==> src/rtl/tle_pkg.sv <==
`timescale 1ns / 1ps
`default_nettype none
// ============================================================================
// tle_pkg
// Shared types, codes and constants of the terminal line editor.
// ============================================================================
package tle_pkg;

   // line and result limits
   localparam int LINE_DEPTH_DEF = 16;
   localparam int MAX_RESULTS    = 48;
   localparam int RES_CNT_W      = $clog2(MAX_RESULTS + 1);

   // character widths
   localparam int CHAR_W = 7;
   localparam int BYTE_W = 8;

   // echo bytes
   localparam logic [BYTE_W-1:0] BS_BYTE    = 8'h08;
   localparam logic [BYTE_W-1:0] SP_BYTE    = 8'h20;
   localparam logic [BYTE_W-1:0] CARET_BYTE = 8'h5E;
   localparam logic [CHAR_W-1:0] SP_CHAR    = 7'h20;
   localparam logic [CHAR_W-1:0] TAB_CHAR   = 7'h09;

   // control register indexes
   localparam int CSR_IDX_W = 3;
   localparam logic [CSR_IDX_W-1:0] REG_ERASE     = 3'd0;
   localparam logic [CSR_IDX_W-1:0] REG_KILL      = 3'd1;
   localparam logic [CSR_IDX_W-1:0] REG_WORD      = 3'd2;
   localparam logic [CSR_IDX_W-1:0] REG_LIT_NEXT  = 3'd3;
   localparam logic [CSR_IDX_W-1:0] REG_REPRINT   = 3'd4;

   // control register reset values
   localparam logic [CHAR_W-1:0] ERASE_RST    = 7'd127;
   localparam logic [CHAR_W-1:0] KILL_RST     = 7'd21;
   localparam logic [CHAR_W-1:0] WORD_RST     = 7'd23;
   localparam logic [CHAR_W-1:0] LIT_NEXT_RST = 7'd22;
   localparam logic [CHAR_W-1:0] REPRINT_RST  = 7'd18;

   // sequencer states
   typedef enum logic [3:0] {
      S_IDLE,
      S_ECHO,
      S_CARET,
      S_LIT_BS,
      S_W_RD,
      S_W_CHK,
      S_RUB1,
      S_RUB2,
      S_RUB3,
      S_P_BS,
      S_P_CH
   } state_type;

   // rubout flavor
   typedef enum logic [1:0] {
      M_ERASE,
      M_KILL,
      M_WORD
   } mode_type;

   function automatic logic is_blank(input logic [CHAR_W-1:0] c);
      return (c == SP_CHAR) || (c == TAB_CHAR);
   endfunction

endpackage
`default_nettype wire

==> src/rtl/tle_line_ram.sv <==
`timescale 1ns / 1ps
`default_nettype none
// ============================================================================
// tle_line_ram
// Line buffer: one write port, one read port, registered read data.
// ============================================================================
module tle_line_ram
   import tle_pkg::*;
#(
   parameter int LINE_DEPTH = LINE_DEPTH_DEF,
   localparam int IDX_W = $clog2(LINE_DEPTH)
) (
   input  wire logic              clock,
   input  wire logic              wr_en,
   input  wire logic [IDX_W-1:0]  wr_addr,
   input  wire logic [CHAR_W-1:0] wr_data,
   input  wire logic              rd_en,
   input  wire logic [IDX_W-1:0]  rd_addr,
   output logic      [CHAR_W-1:0] rd_data
);

   logic [CHAR_W-1:0] mem_ff [LINE_DEPTH];
   logic [CHAR_W-1:0] rd_data_ff;

   // write port
   always_ff @(posedge clock) begin
      if (wr_en) begin
         mem_ff[wr_addr] <= wr_data;
      end
   end

   // read port, data held until the next read
   always_ff @(posedge clock) begin
      if (rd_en) begin
         rd_data_ff <= mem_ff[rd_addr];
      end
   end

   assign rd_data = rd_data_ff;

endmodule
`default_nettype wire

==> src/rtl/terminal_line_editor_top.sv <==
`timescale 1ns / 1ps
`default_nettype none
// ============================================================================
// terminal_line_editor_top
// Canonical line editing of typed characters with echo generation.
// ============================================================================
// One request is taken at a time; req_ready rises again as soon as the last
// echo byte of the previous request sits in the output register. Echo bytes
// leave at most one per cycle when rsp_ready stays high. Every request is
// taken in idle; then a plain character sends its echo and an erase sends
// backspace, space, backspace; kill sends those three per stored character; word
// erase spends a line-buffer read and a test per trailing blank, plus a read
// and a test to turn into the word, then backspace, space, backspace per word
// character; reprint sends a backspace per stored character, then each one;
// literal next sends a caret and a backspace. The line buffer is a synchronous
// memory with registered read data, hence the read step per blank in word erase.
// At most MAX_RESULTS bytes go out per request; beyond that the line state
// still updates silently.
// ============================================================================
module terminal_line_editor_top
   import tle_pkg::*;
#(
   parameter int LINE_DEPTH = LINE_DEPTH_DEF
) (
   input  wire logic                 clock,
   input  wire logic                 reset,
   // request channel
   input  wire logic                 req_valid,
   output logic                      req_ready,
   input  wire logic [BYTE_W-1:0]    req_char_in,
   // echo channel
   output logic                      rsp_valid,
   input  wire logic                 rsp_ready,
   output logic      [BYTE_W-1:0]    rsp_echo_byte,
   output logic                      rsp_last_echo,
   // control registers
   input  wire logic                 csr_wr_en,
   input  wire logic [CSR_IDX_W-1:0] csr_index,
   input  wire logic [CHAR_W-1:0]    csr_wdata
);

   localparam int IDX_W = $clog2(LINE_DEPTH);
   localparam int CNT_W = $clog2(LINE_DEPTH + 1);
   localparam logic [CNT_W-1:0] DEPTH_CNT = CNT_W'(LINE_DEPTH);
   localparam logic [RES_CNT_W-1:0] RES_MAX = RES_CNT_W'(MAX_RESULTS);

   // control registers
   logic [CHAR_W-1:0] erase_ff, kill_ff, word_ff, lit_next_ff, reprint_ff;

   always_ff @(posedge clock) begin
      if (reset) begin
         erase_ff    <= ERASE_RST;
         kill_ff     <= KILL_RST;
         word_ff     <= WORD_RST;
         lit_next_ff <= LIT_NEXT_RST;
         reprint_ff  <= REPRINT_RST;
      end else if (csr_wr_en) begin
         unique case (csr_index)
            REG_ERASE:    erase_ff    <= csr_wdata;
            REG_KILL:     kill_ff     <= csr_wdata;
            REG_WORD:     word_ff     <= csr_wdata;
            REG_LIT_NEXT: lit_next_ff <= csr_wdata;
            REG_REPRINT:  reprint_ff  <= csr_wdata;
            default: ;
         endcase
      end
   end

   // sequencer state
   state_type             state_ff, state_in;
   mode_type              mode_ff, mode_in;
   logic [CNT_W-1:0]      count_ff, count_in;
   logic                  lit_ff, lit_in;
   logic [IDX_W-1:0]      idx_ff, idx_in;
   logic [CHAR_W-1:0]     char_ff, char_in;
   logic [RES_CNT_W-1:0]  n_ff, n_in;

   // output register
   logic                  rsp_valid_ff, rsp_valid_in;
   logic [BYTE_W-1:0]     rsp_byte_ff;
   logic                  rsp_last_ff;

   // line buffer port signals
   logic              wr_en;
   logic [IDX_W-1:0]  wr_addr;
   logic              rd_en;
   logic [IDX_W-1:0]  rd_addr;
   logic [CHAR_W-1:0] rd_data;

   tle_line_ram #(
      .LINE_DEPTH (LINE_DEPTH)
   ) u_line_ram (
      .clock   (clock),
      .wr_en   (wr_en),
      .wr_addr (wr_addr),
      .wr_data (char_in),
      .rd_en   (rd_en),
      .rd_addr (rd_addr),
      .rd_data (rd_data)
   );

   // emit handshake: muted once the result budget is spent
   logic              muted, out_free, go;
   logic              emit_req, emit_last, out_load;
   logic [BYTE_W-1:0] emit_byte;
   logic [CNT_W-1:0]  count_m1, count_m2;
   logic              rd_blank;
   logic              accept;
   logic [BYTE_W-1:0] code;
   logic [IDX_W-1:0]  idx_p1;

   assign muted    = (n_ff == RES_MAX);
   assign out_free = !rsp_valid_ff || rsp_ready;
   assign go       = muted || out_free;
   assign count_m1 = count_ff - CNT_W'(1);
   assign count_m2 = count_ff - CNT_W'(2);
   assign rd_blank = is_blank(rd_data);
   assign accept   = req_valid && req_ready;
   assign code     = {req_char_in[7] | lit_ff, req_char_in[6:0]};
   assign idx_p1   = idx_ff + IDX_W'(1);

   // next state and outputs
   always_comb begin
      state_in  = state_ff;
      mode_in   = mode_ff;
      count_in  = count_ff;
      lit_in    = lit_ff;
      idx_in    = idx_ff;
      char_in   = char_ff;
      n_in      = n_ff;
      req_ready = 1'b0;
      wr_en     = 1'b0;
      wr_addr   = count_ff[IDX_W-1:0];
      rd_en     = 1'b0;
      rd_addr   = count_m1[IDX_W-1:0];
      emit_req  = 1'b0;
      emit_byte = BS_BYTE;
      emit_last = 1'b0;

      unique case (state_ff)
         S_IDLE: begin
            req_ready = 1'b1;
            if (req_valid) begin
               n_in   = '0;
               lit_in = 1'b0;
               idx_in = '0;
               // command decode in priority order
               priority if (code == {1'b0, erase_ff}) begin
                  mode_in = M_ERASE;
                  if (count_ff != '0) state_in = S_RUB1;
               end else if (code == {1'b0, kill_ff}) begin
                  mode_in = M_KILL;
                  if (count_ff != '0) state_in = S_RUB1;
               end else if (code == {1'b0, word_ff}) begin
                  mode_in = M_WORD;
                  if (count_ff != '0) state_in = S_W_RD;
               end else if (code == {1'b0, lit_next_ff}) begin
                  lit_in   = 1'b1;
                  state_in = S_CARET;
               end else if (code == {1'b0, reprint_ff}) begin
                  if (count_ff != '0) state_in = S_P_BS;
               end else begin
                  // plain character; dropped when the line is full
                  char_in = code[CHAR_W-1:0];
                  if (count_ff < DEPTH_CNT) begin
                     wr_en    = 1'b1;
                     count_in = count_ff + CNT_W'(1);
                     state_in = S_ECHO;
                  end
               end
            end
         end

         S_ECHO: begin
            emit_req  = 1'b1;
            emit_byte = {1'b0, char_ff};
            emit_last = 1'b1;
            if (go) state_in = S_IDLE;
         end

         S_CARET: begin
            emit_req  = 1'b1;
            emit_byte = CARET_BYTE;
            if (go) state_in = S_LIT_BS;
         end

         S_LIT_BS: begin
            emit_req  = 1'b1;
            emit_last = 1'b1;
            if (go) state_in = S_IDLE;
         end

         // fetch the character at the end of the line
         S_W_RD: begin
            rd_en    = 1'b1;
            state_in = S_W_CHK;
         end

         // trailing blank gets a bare backspace, else start on the word
         S_W_CHK: begin
            if (rd_blank) begin
               emit_req  = 1'b1;
               emit_last = (count_ff == CNT_W'(1));
               if (go) begin
                  count_in = count_m1;
                  state_in = emit_last ? S_IDLE : S_W_RD;
               end
            end else begin
               state_in = S_RUB1;
            end
         end

         // rubout: prefetch the character below the one being removed
         S_RUB1: begin
            emit_req = 1'b1;
            rd_en    = (count_ff > CNT_W'(1));
            rd_addr  = count_m2[IDX_W-1:0];
            if (go) state_in = S_RUB2;
         end

         S_RUB2: begin
            emit_req  = 1'b1;
            emit_byte = SP_BYTE;
            if (go) state_in = S_RUB3;
         end

         S_RUB3: begin
            emit_req  = 1'b1;
            emit_last = (count_ff == CNT_W'(1)) || (mode_ff == M_ERASE) ||
                        ((mode_ff == M_WORD) && rd_blank);
            if (go) begin
               count_in = count_m1;
               state_in = emit_last ? S_IDLE : S_RUB1;
            end
         end

         // reprint: backspaces over the line
         S_P_BS: begin
            emit_req = 1'b1;
            if (go) begin
               if (CNT_W'(idx_ff) == count_m1) begin
                  idx_in   = '0;
                  rd_en    = 1'b1;
                  rd_addr  = '0;
                  state_in = S_P_CH;
               end else begin
                  idx_in = idx_p1;
               end
            end
         end

         // reprint: stored characters, next one read on each advance
         S_P_CH: begin
            emit_req  = 1'b1;
            emit_byte = {1'b0, rd_data};
            emit_last = (CNT_W'(idx_ff) == count_m1);
            if (go) begin
               if (emit_last) begin
                  state_in = S_IDLE;
               end else begin
                  idx_in  = idx_p1;
                  rd_en   = 1'b1;
                  rd_addr = idx_p1;
               end
            end
         end

         default: state_in = S_IDLE;
      endcase

      if (emit_req && !muted && out_free) begin
         n_in = n_ff + RES_CNT_W'(1);
      end
   end

   assign out_load = emit_req && !muted && out_free;

   // output register handshake
   always_comb begin
      if (out_load) begin
         rsp_valid_in = 1'b1;
      end else if (rsp_ready) begin
         rsp_valid_in = 1'b0;
      end else begin
         rsp_valid_in = rsp_valid_ff;
      end
   end

   // control state
   always_ff @(posedge clock) begin
      if (reset) begin
         state_ff     <= S_IDLE;
         count_ff     <= '0;
         lit_ff       <= 1'b0;
         n_ff         <= '0;
         rsp_valid_ff <= 1'b0;
      end else begin
         state_ff     <= state_in;
         count_ff     <= count_in;
         lit_ff       <= lit_in;
         n_ff         <= n_in;
         rsp_valid_ff <= rsp_valid_in;
      end
   end

   // payload registers
   always_ff @(posedge clock) begin
      mode_ff <= mode_in;
      idx_ff  <= idx_in;
      char_ff <= char_in;
      if (out_load) begin
         rsp_byte_ff <= emit_byte;
         rsp_last_ff <= emit_last || (n_ff == RES_MAX - RES_CNT_W'(1));
      end
   end

   assign rsp_valid     = rsp_valid_ff;
   assign rsp_echo_byte = rsp_byte_ff;
   assign rsp_last_echo = rsp_last_ff;

   // line count never passes the buffer depth
   a_count_bound: assert property (@(posedge clock) disable iff (reset)
      count_ff <= DEPTH_CNT)
      else $error("line count beyond buffer depth");

   // no request emits more than the result budget
   a_result_budget: assert property (@(posedge clock) disable iff (reset)
      n_ff <= RES_MAX)
      else $error("echo byte budget exceeded");

   // nothing is loaded for output while waiting for a request
   a_idle_quiet: assert property (@(posedge clock) disable iff (reset)
      (state_ff == S_IDLE) |-> !out_load)
      else $error("echo byte produced while idle");

   // a buffer write only happens on an accepted plain character
   a_write_on_accept: assert property (@(posedge clock) disable iff (reset)
      wr_en |-> (accept && (state_in == S_ECHO)))
      else $error("line buffer written outside a plain character");

endmodule
`default_nettype wire
==> config.mk <==
export PLATFORM = sky130hd
export DESIGN_NAME = terminal_line_editor_top
export DESIGN_NICKNAME = d
export VERILOG_FILES = /design/src/rtl/tle_pkg.sv /design/src/rtl/tle_line_ram.sv /design/src/rtl/terminal_line_editor_top.sv
export SDC_FILE = /design/constraint.sdc
export NUM_CORES = 1
export LEC_CHECK = 0
export BUFFER_PORTS_ARGS = -buffer_cell sky130_fd_sc_hd__buf_2
export CAP_MARGIN = 5
export CORE_MARGIN = 1
export CORE_UTILIZATION = 28
export CTS_BUF_LIST = sky130_fd_sc_hd__clkbuf_16
export CTS_CLUSTER_DIAMETER = 30
export DETAILED_ROUTE_END_ITERATION = 12
export PLACE_DENSITY = 0.48
export SLEW_MARGIN = 15
export SYNTH_ARGS = -nofsm -noshare
export SYNTH_HDL_FRONTEND = slang
export SYNTH_HIERARCHICAL = 1
export SYNTH_SLANG_ARGS = --single-unit
==> constraint.sdc <==
create_clock -name clock -period 4.7 [get_ports clock]
set_input_delay 0.94 -clock clock [delete_from_list [all_inputs] [get_ports clock]]
set_output_delay 0.94 -clock clock [all_outputs]
set_load 0.02 [all_outputs]
## Yosys cells after proc, flatten, opt, wreduce, memory -nomap -nowiden

Memory sizes are Yosys's and may differ from the RTL's. A register that Yosys moved wholly into a read port is not among the register bits.
Cells that the tools add are included.

| storage, ports and cells | value |
|---|---|
| register bits | 74 |
| memory bits (writable) | 112 |
| output and inout bits | 11 |
| word-level logic and storage cells | 192 |
| memories | 1 |

| cells by class | value |
|---|---|
| add/sub/neg operators | 5 |
| magnitude comparators | 2 |
| equal/unequal tests | 48 |
| multiplexer cells | 84 |
| bitwise gates (word level) | 1 |
| reduce and logical (&&, ||, !) cells | 35 |

Memory list:

| name | words | width | read ports | clocked after memory_dff | write ports | RTL line | text |
|---|---|---|---|---|---|---|---|
| u_line_ram.mem_ff | 16 | 7 | 1 | 1 | 1 | tle_line_ram.sv:22 | `logic [CHAR_W-1:0] mem_ff [LINE_DEPTH];` |

Operators by type and width:

| kind | count |
|---|---|
| $mux 4 | 30 |
| $mux 7 | 7 |
| $mux 5 | 9 |
| $eq 8x7->1 | 5 |
| $pmux 4 s10 | 1 |
| $ne 2x2->1 const B | 17 |
| $pmux 7 s4 | 1 |
| $mux 1 | 24 |
| $pmux 4 s3 | 2 |
| $mux 6 | 3 |
| $eq 4x3->1 const B | 4 |
| $pmux 5 s3 | 1 |
| $reduce_and 14->1 | 1 |
| $reduce_and 2->1 | 7 |
| $eq 4x4->1 const B | 3 |
| $eq 6x6->1 const B | 2 |
| $reduce_and 9->1 | 1 |
| $reduce_bool 3->1 | 3 |
| $eq 4x2->1 const B | 2 |
| $pmux 1 s4 | 2 |
| $reduce_or 8->1 | 1 |
| $eq 7x4->1 const B | 1 |
| $eq 7x6->1 const B | 1 |
| $ne 7x7->1 const B | 1 |
| other kinds (33) | 46 |

## Logic depth before layout (Yosys ltp)

| depth | value |
|---|---|
| depth in word-level cells | 11 |
| depth in mapped cells | 14 |
| gate-level depth less buffers | 12 |

## By module

Netlist, hierarchy kept.

By module, submodules not included:

| module | times used | cells an instance | area an instance (µm²) |
|---|---|---|---|
| tle_line_ram | 1 | 203 | 4,600.7 |
| terminal_line_editor_top | 1 | 511 | 4,406.7 |

## Least setup slack after synthesis

No wires, ideal clock.

| timing | value |
|---|---|
| path kind | in2reg |
| start point | input port req_char_in[0] |
| end point | memory u_line_ram.mem_ff[0][0], enable pin |
| data arrival time | 3.539 ns |
| required time | 4.320 ns |
| slack | 0.781 ns |
| stages | 10 |
| path buffers | 2 |
| cells stage by stage | buf_2 > xor2_1 > nor4_4 > nand4_2 > nand4_1 > or3_1 > buf_2 > nor2_1 > or3b_2 > nor3_1 |

| between the ends | value |
|---|---|
| longest elaborated chain between the ends | 10 |
| elaborated cells on any way between the ends | 14 |

Ends and longest elaborated chain:

| item | RTL line | text |
|---|---|---|
| start: declaration | terminal_line_editor_top.sv:30 | `input wire logic [BYTE_W-1:0] req_char_in,` |
| $eq 8x7->1 | terminal_line_editor_top.sv:160 | `end else if (code == {1'b0, reprint_ff}) begin` |
| $mux 1 | terminal_line_editor_top.sv:160 |  |
| $mux 1 | terminal_line_editor_top.sv:157 | `end else if (code == {1'b0, lit_next_ff}) begin` |
| $mux 1 | terminal_line_editor_top.sv:154 | `end else if (code == {1'b0, word_ff}) begin` |
| $mux 1 | terminal_line_editor_top.sv:151 | `end else if (code == {1'b0, kill_ff}) begin` |
| $mux 1 * | terminal_line_editor_top.sv:148 | `priority if (code == {1'b0, erase_ff}) begin` |
| $mux 1 * | terminal_line_editor_top.sv:143 | `if (req_valid) begin` |
| $mux 1 * | terminal_line_editor_top.sv:140 | `unique case (state_ff)` |
| net wr_en | terminal_line_editor_top.sv:84 | `logic wr_en;` |
| $mux 1 * | tle_line_ram.sv:27 | `if (wr_en) begin` |
| $mux 1 (implied by the code) * | tle_line_ram.sv:28 | `mem_ff[wr_addr] <= wr_data;` |
| end: declaration | tle_line_ram.sv:22 |  |

The timed path passes the listed nets; every way through them passes the cells marked *.

## Final worst setup path

| timing | value |
|---|---|
| start point | register count_ff[1] |
| end point | register u_line_ram.rd_data_ff[3], in the netlist u_line_ram/rd_data[3] (read register of u_line_ram.mem_ff), data pin |

| between the ends | value |
|---|---|
| longest elaborated chain between the ends | 5 |
| elaborated cells on any way between the ends | 14 |

Ends and longest elaborated chain:

| item | RTL line | text |
|---|---|---|
| start: declaration | terminal_line_editor_top.sv:72 | `logic [CNT_W-1:0] count_ff, count_in;` |
| start signal: assignment | terminal_line_editor_top.sv:299 | `count_ff <= count_in;` |
| $sub 5x1->5 * | terminal_line_editor_top.sv:115 | `assign count_m1 = count_ff - CNT_W'(1);` |
| $eq 4x5->1 * | terminal_line_editor_top.sv:241, terminal_line_editor_top.sv:256 |  |
| $mux 4 (on tied branches) | terminal_line_editor_top.sv:258, terminal_line_editor_top.sv:241 |  |
| $mux 4 (on tied branches) | terminal_line_editor_top.sv:257, terminal_line_editor_top.sv:240 |  |
| $pmux 4 s3 * | terminal_line_editor_top.sv:140 |  |
| net rd_addr[0] | terminal_line_editor_top.sv:87 | `logic [IDX_W-1:0] rd_addr;` |
| end: declaration | tle_line_ram.sv:23 | `logic [CHAR_W-1:0] rd_data_ff;` |

Marks and branches as above.
A chain may end at the register's enable or synchronous reset.

==> results_dict.tcl <==
set metrics [dict create \
    status "finished, final reports clean" \
    io_pins 34 \
    n_antenna_cell 0 \
    finalSetupViolations 0 \
    cp_max_fo 28 \
    yosys.area.top_type "edfxtp_1" \
    arrival_ns 4.06 \
    r2r-end "u_line_ram/rd_data[3]" \
    dpl.hpwl_um 14940 \
    worst_pin_slew_ns 0.8733 \
    h-tree-depth 4 \
    clkTransAtPathRegs_ns 0.08 \
    initialDrtViolationCount 433 \
    min_to "lit_next_ff[5]" \
    fin_skew_ns 0.01374 \
    max-slew-margin-rel_pct 41.57 \
    start_util_pct 28.47 \
    ant_nets 0 \
    clk_root_buffer_cell "clkbuf_16" \
    clock_sinks 192 \
    cap_violations 0 \
    synth-edff-count 133 \
    area_growth_pct 13.65 \
    numCtsBuffers 17 \
    syn_inst 714 \
    hp-start "lit_next_ff[5]" \
    postPlaceCellArea_mm2 0.009627 \
    syn_nets 748 \
    power_mw 4.261 \
    synthAdderAreaFrac_pct 1.528 \
    critPathLaunch "count_ff[1]" \
    synth_most_common_cell "edfxtp_1" \
    p_leak_nw 3.597 \
    grt_antenna_before_repair 1 \
    synthMuxAreaShare_pct 10.28 \
    synth_top_cell_area_share_pct 44.34 \
    core-area_mm2 0.03164 \
    synthSimpleGateAreaFrac_pct 14.31 \
    clk_latency_ns 0.44 \
    hold_class "reg -> reg" \
    ys_seq_area_share_pct 57.45 \
    async_reset_ff_share_pct 0 \
    required_ns 4.88 \
    grt_pass1_vias 5556 \
    ir_worst_vdd_uv 174.4 \
    routabilityCongestion 0.8168 \
    die-area_mm2 0.03289 \
    tns_ns 0 \
    critPathKind "reg -> reg" \
    final_nets 778 \
    worstReg2RegStart "count_ff[1]" \
    grtUsageTotal_pct 13.36 \
    rrSetupSlack_ns 0.83 \
    rsz0062_at_grt "false" \
    critPathCaptureType "flip-flop" \
    tritoncts "done" \
    drive_above_1_share_pct 15.98 \
    reg2reg_depth 12 \
    startpoint_type "flip-flop" \
    avgRoutedWirePerCell_um 18.25 \
    synth_compound_area_share_pct 8.737 \
    synth_xor_area_share_pct 4.459 \
    drc 0 \
    yosys-top-cells-count "edfxtp_1, nand2_1, nor2_1" \
    finalMaxSlewViolations 0 \
    vias 5595 \
    syn_avg_cell_area_um2 12.62 \
    fin_crit_ns 3.874 \
    fmax_mhz 258.1 \
    power.density_mw_per_mm2 416.2 \
    via_per_inst 4.827 \
    synth_area_mm2 0.009007 \
    synth_cell_type_count 80 \
    rows 65 \
    hold_buffers 0 \
    grt_pass1_wl_um 33040 \
    drt_wl_total_um 21150 \
    postCtsSetupBuffers 0 \
    cts.path.max_buffers 2 \
    cts_resized 0 \
    grt_max_degree 41 \
    ys.flop_type "edfxtp_1" \
    synth_seq_cells 192 \
    timing.final.crit_share_pct 82.43 \
    hold_violations 0 \
    synth_top_family_by_area "simple AND/OR/NAND/NOR gates" \
    die_x_um 181.4 \
    yosys-top-cells-area "edfxtp_1, dfxtp_1, mux4_1" \
    die_y_um 181.4 \
    dr.pass1.iters 4 \
    gr-total-overflow 0 \
    stdcell_area_mm2 0.01024 \
    numPortBuffers 32 \
    yosysWarnings 6 \
    holdPathStages 2 \
]
cell type report:
type / count / area [um2]
clock inverters: 15 / 185.2
repair buffers: 52 / 322.8
multi-input cells: 464 / 3562
well taps: 402 / 503.0
clock buffers: 17 / 425.4
inverters: 17 / 63.81
fillers: 3131 / 21400
flip-flops and latches: 192 / 5175
per-layer routing:
layer,global-route usage (%),part of all wire (%),vias to the layer above
met5,0,0.057,-
met4,3.492,1.0,2
met3,2.459,3.1,14
met2,21.78,48,85
met1,18.17,48,2783
li1,-,-,2711
logic make-up (layout without fill, tap and decap cells):
logic type / Yosys count / count (layout)
adder cells (fa/ha/maj): 11 / 11
other: 1 / 1
AND/OR/NAND/NOR: 245 / 245
AO/OA/AOI/OAI: 113 / 113
multiplexers: 49 / 49
XOR/XNOR: 45 / 45
flip-flops: 192 / 192
buffers and inverters: 58 / 101
layout by cell type (no fill, tap or decap), types with 5 or more instances in the layout:
cell | netlist | routed
a22oi_1 | 15 | 15
nand3b_1 | 21 | 21
o21ai_0 | 12 | 12
clkbuf_16 | 0 | 17
mux2_1 | 8 | 8
edfxtp_1 | 133 | 133
nor3_1 | 7 | 7
a21oi_1 | 39 | 39
mux4_1 | 17 | 17
buf_4 | 1 | 19
nand3_1 | 12 | 12
inv_1 | 15 | 15
clkinv_8 | 0 | 5
nor2_1 | 63 | 63
dfxtp_1 | 59 | 59
nand2b_1 | 9 | 9
mux4_2 | 11 | 11
xor2_1 | 20 | 20
buf_2 | 13 | 32
nand4_1 | 7 | 7
xnor2_1 | 24 | 24
ha_1 | 11 | 11
nor2b_1 | 14 | 14
a211o_1 | 8 | 8
nand2_1 | 74 | 74
and2_1 | 8 | 8
mux2i_1 | 10 | 10
critical path, cell delays in order (launching register included):
cell	delay, ns
dfxtp_1	0.31
inv_1	0.12
ha_1	0.29
nor3b_2	0.30
nand3_2	0.13
a2111oi_4	0.53
nor3b_2	0.14
a311o_1	0.41
o21ai_4	0.18
buf_12	0.25
mux4_2	0.57
a22oi_1	0.31
nand2_1	0.08
worst max path at each step:
| stage | depth (start not counted) | endpoint | slack (ns) |
|---|---|---|---|
| after floorplan | 10 | u_line_ram/mem_ff[0][0] | 0.78 |
| after global routing | 12 | u_line_ram/rd_data[3] | 0.60 |
| after global placement | 9 | u_line_ram/mem_ff[2][5] | 0.67 |
| final | 12 | u_line_ram/rd_data[3] | 0.83 |
| after CTS | 12 | u_line_ram/rd_data[4] | 0.81 |
| after detailed placement | 9 | u_line_ram/mem_ff[2][5] | 0.64 |
power by group:
group	switching, mW	leakage [nW]	internal, mW
registers	0.0436	1.69	1.96
logic	0.493	1.62	0.299
clock network	0.737	0.291	0.725
total	1.27	3.60	2.99
sequential cells by signal, summed over array words and instances (netlist names), 2 cells and up:
| signal | flops |
|---|---|
| char_ff | 7 |
| count_ff | 5 |
| erase_ff | 7 |
| idx_ff | 4 |
| kill_ff | 7 |
| lit_next_ff | 7 |
| mode_ff | 2 |
| n_ff | 6 |
| reprint_ff | 7 |
| rsp_echo_byte | 7 |
| state_ff | 4 |
| u_line_ram/mem_ff | 112 |
| u_line_ram/rd_data | 7 |
| word_ff | 7 |
metrics by stage:
stage / utilization [%] / setup WS, ns / hold slack (ns) / cells
finish: 32.36 / 0.8257 / 0.4703 / 1159
global route: 32.36 / 0.6041 / 0.4912 / 1159
CTS: 32.36 / 0.8067 / 0.4720 / 1159
detailed placement: 30.43 / 0.6392 / 0.4614 / 1127
global placement: 30.43 / 0.6705 / 0.4553 / 1127
floorplan: - / 0.7808 / 0.4488 / 714
Power figures use the tool's default switching activity.
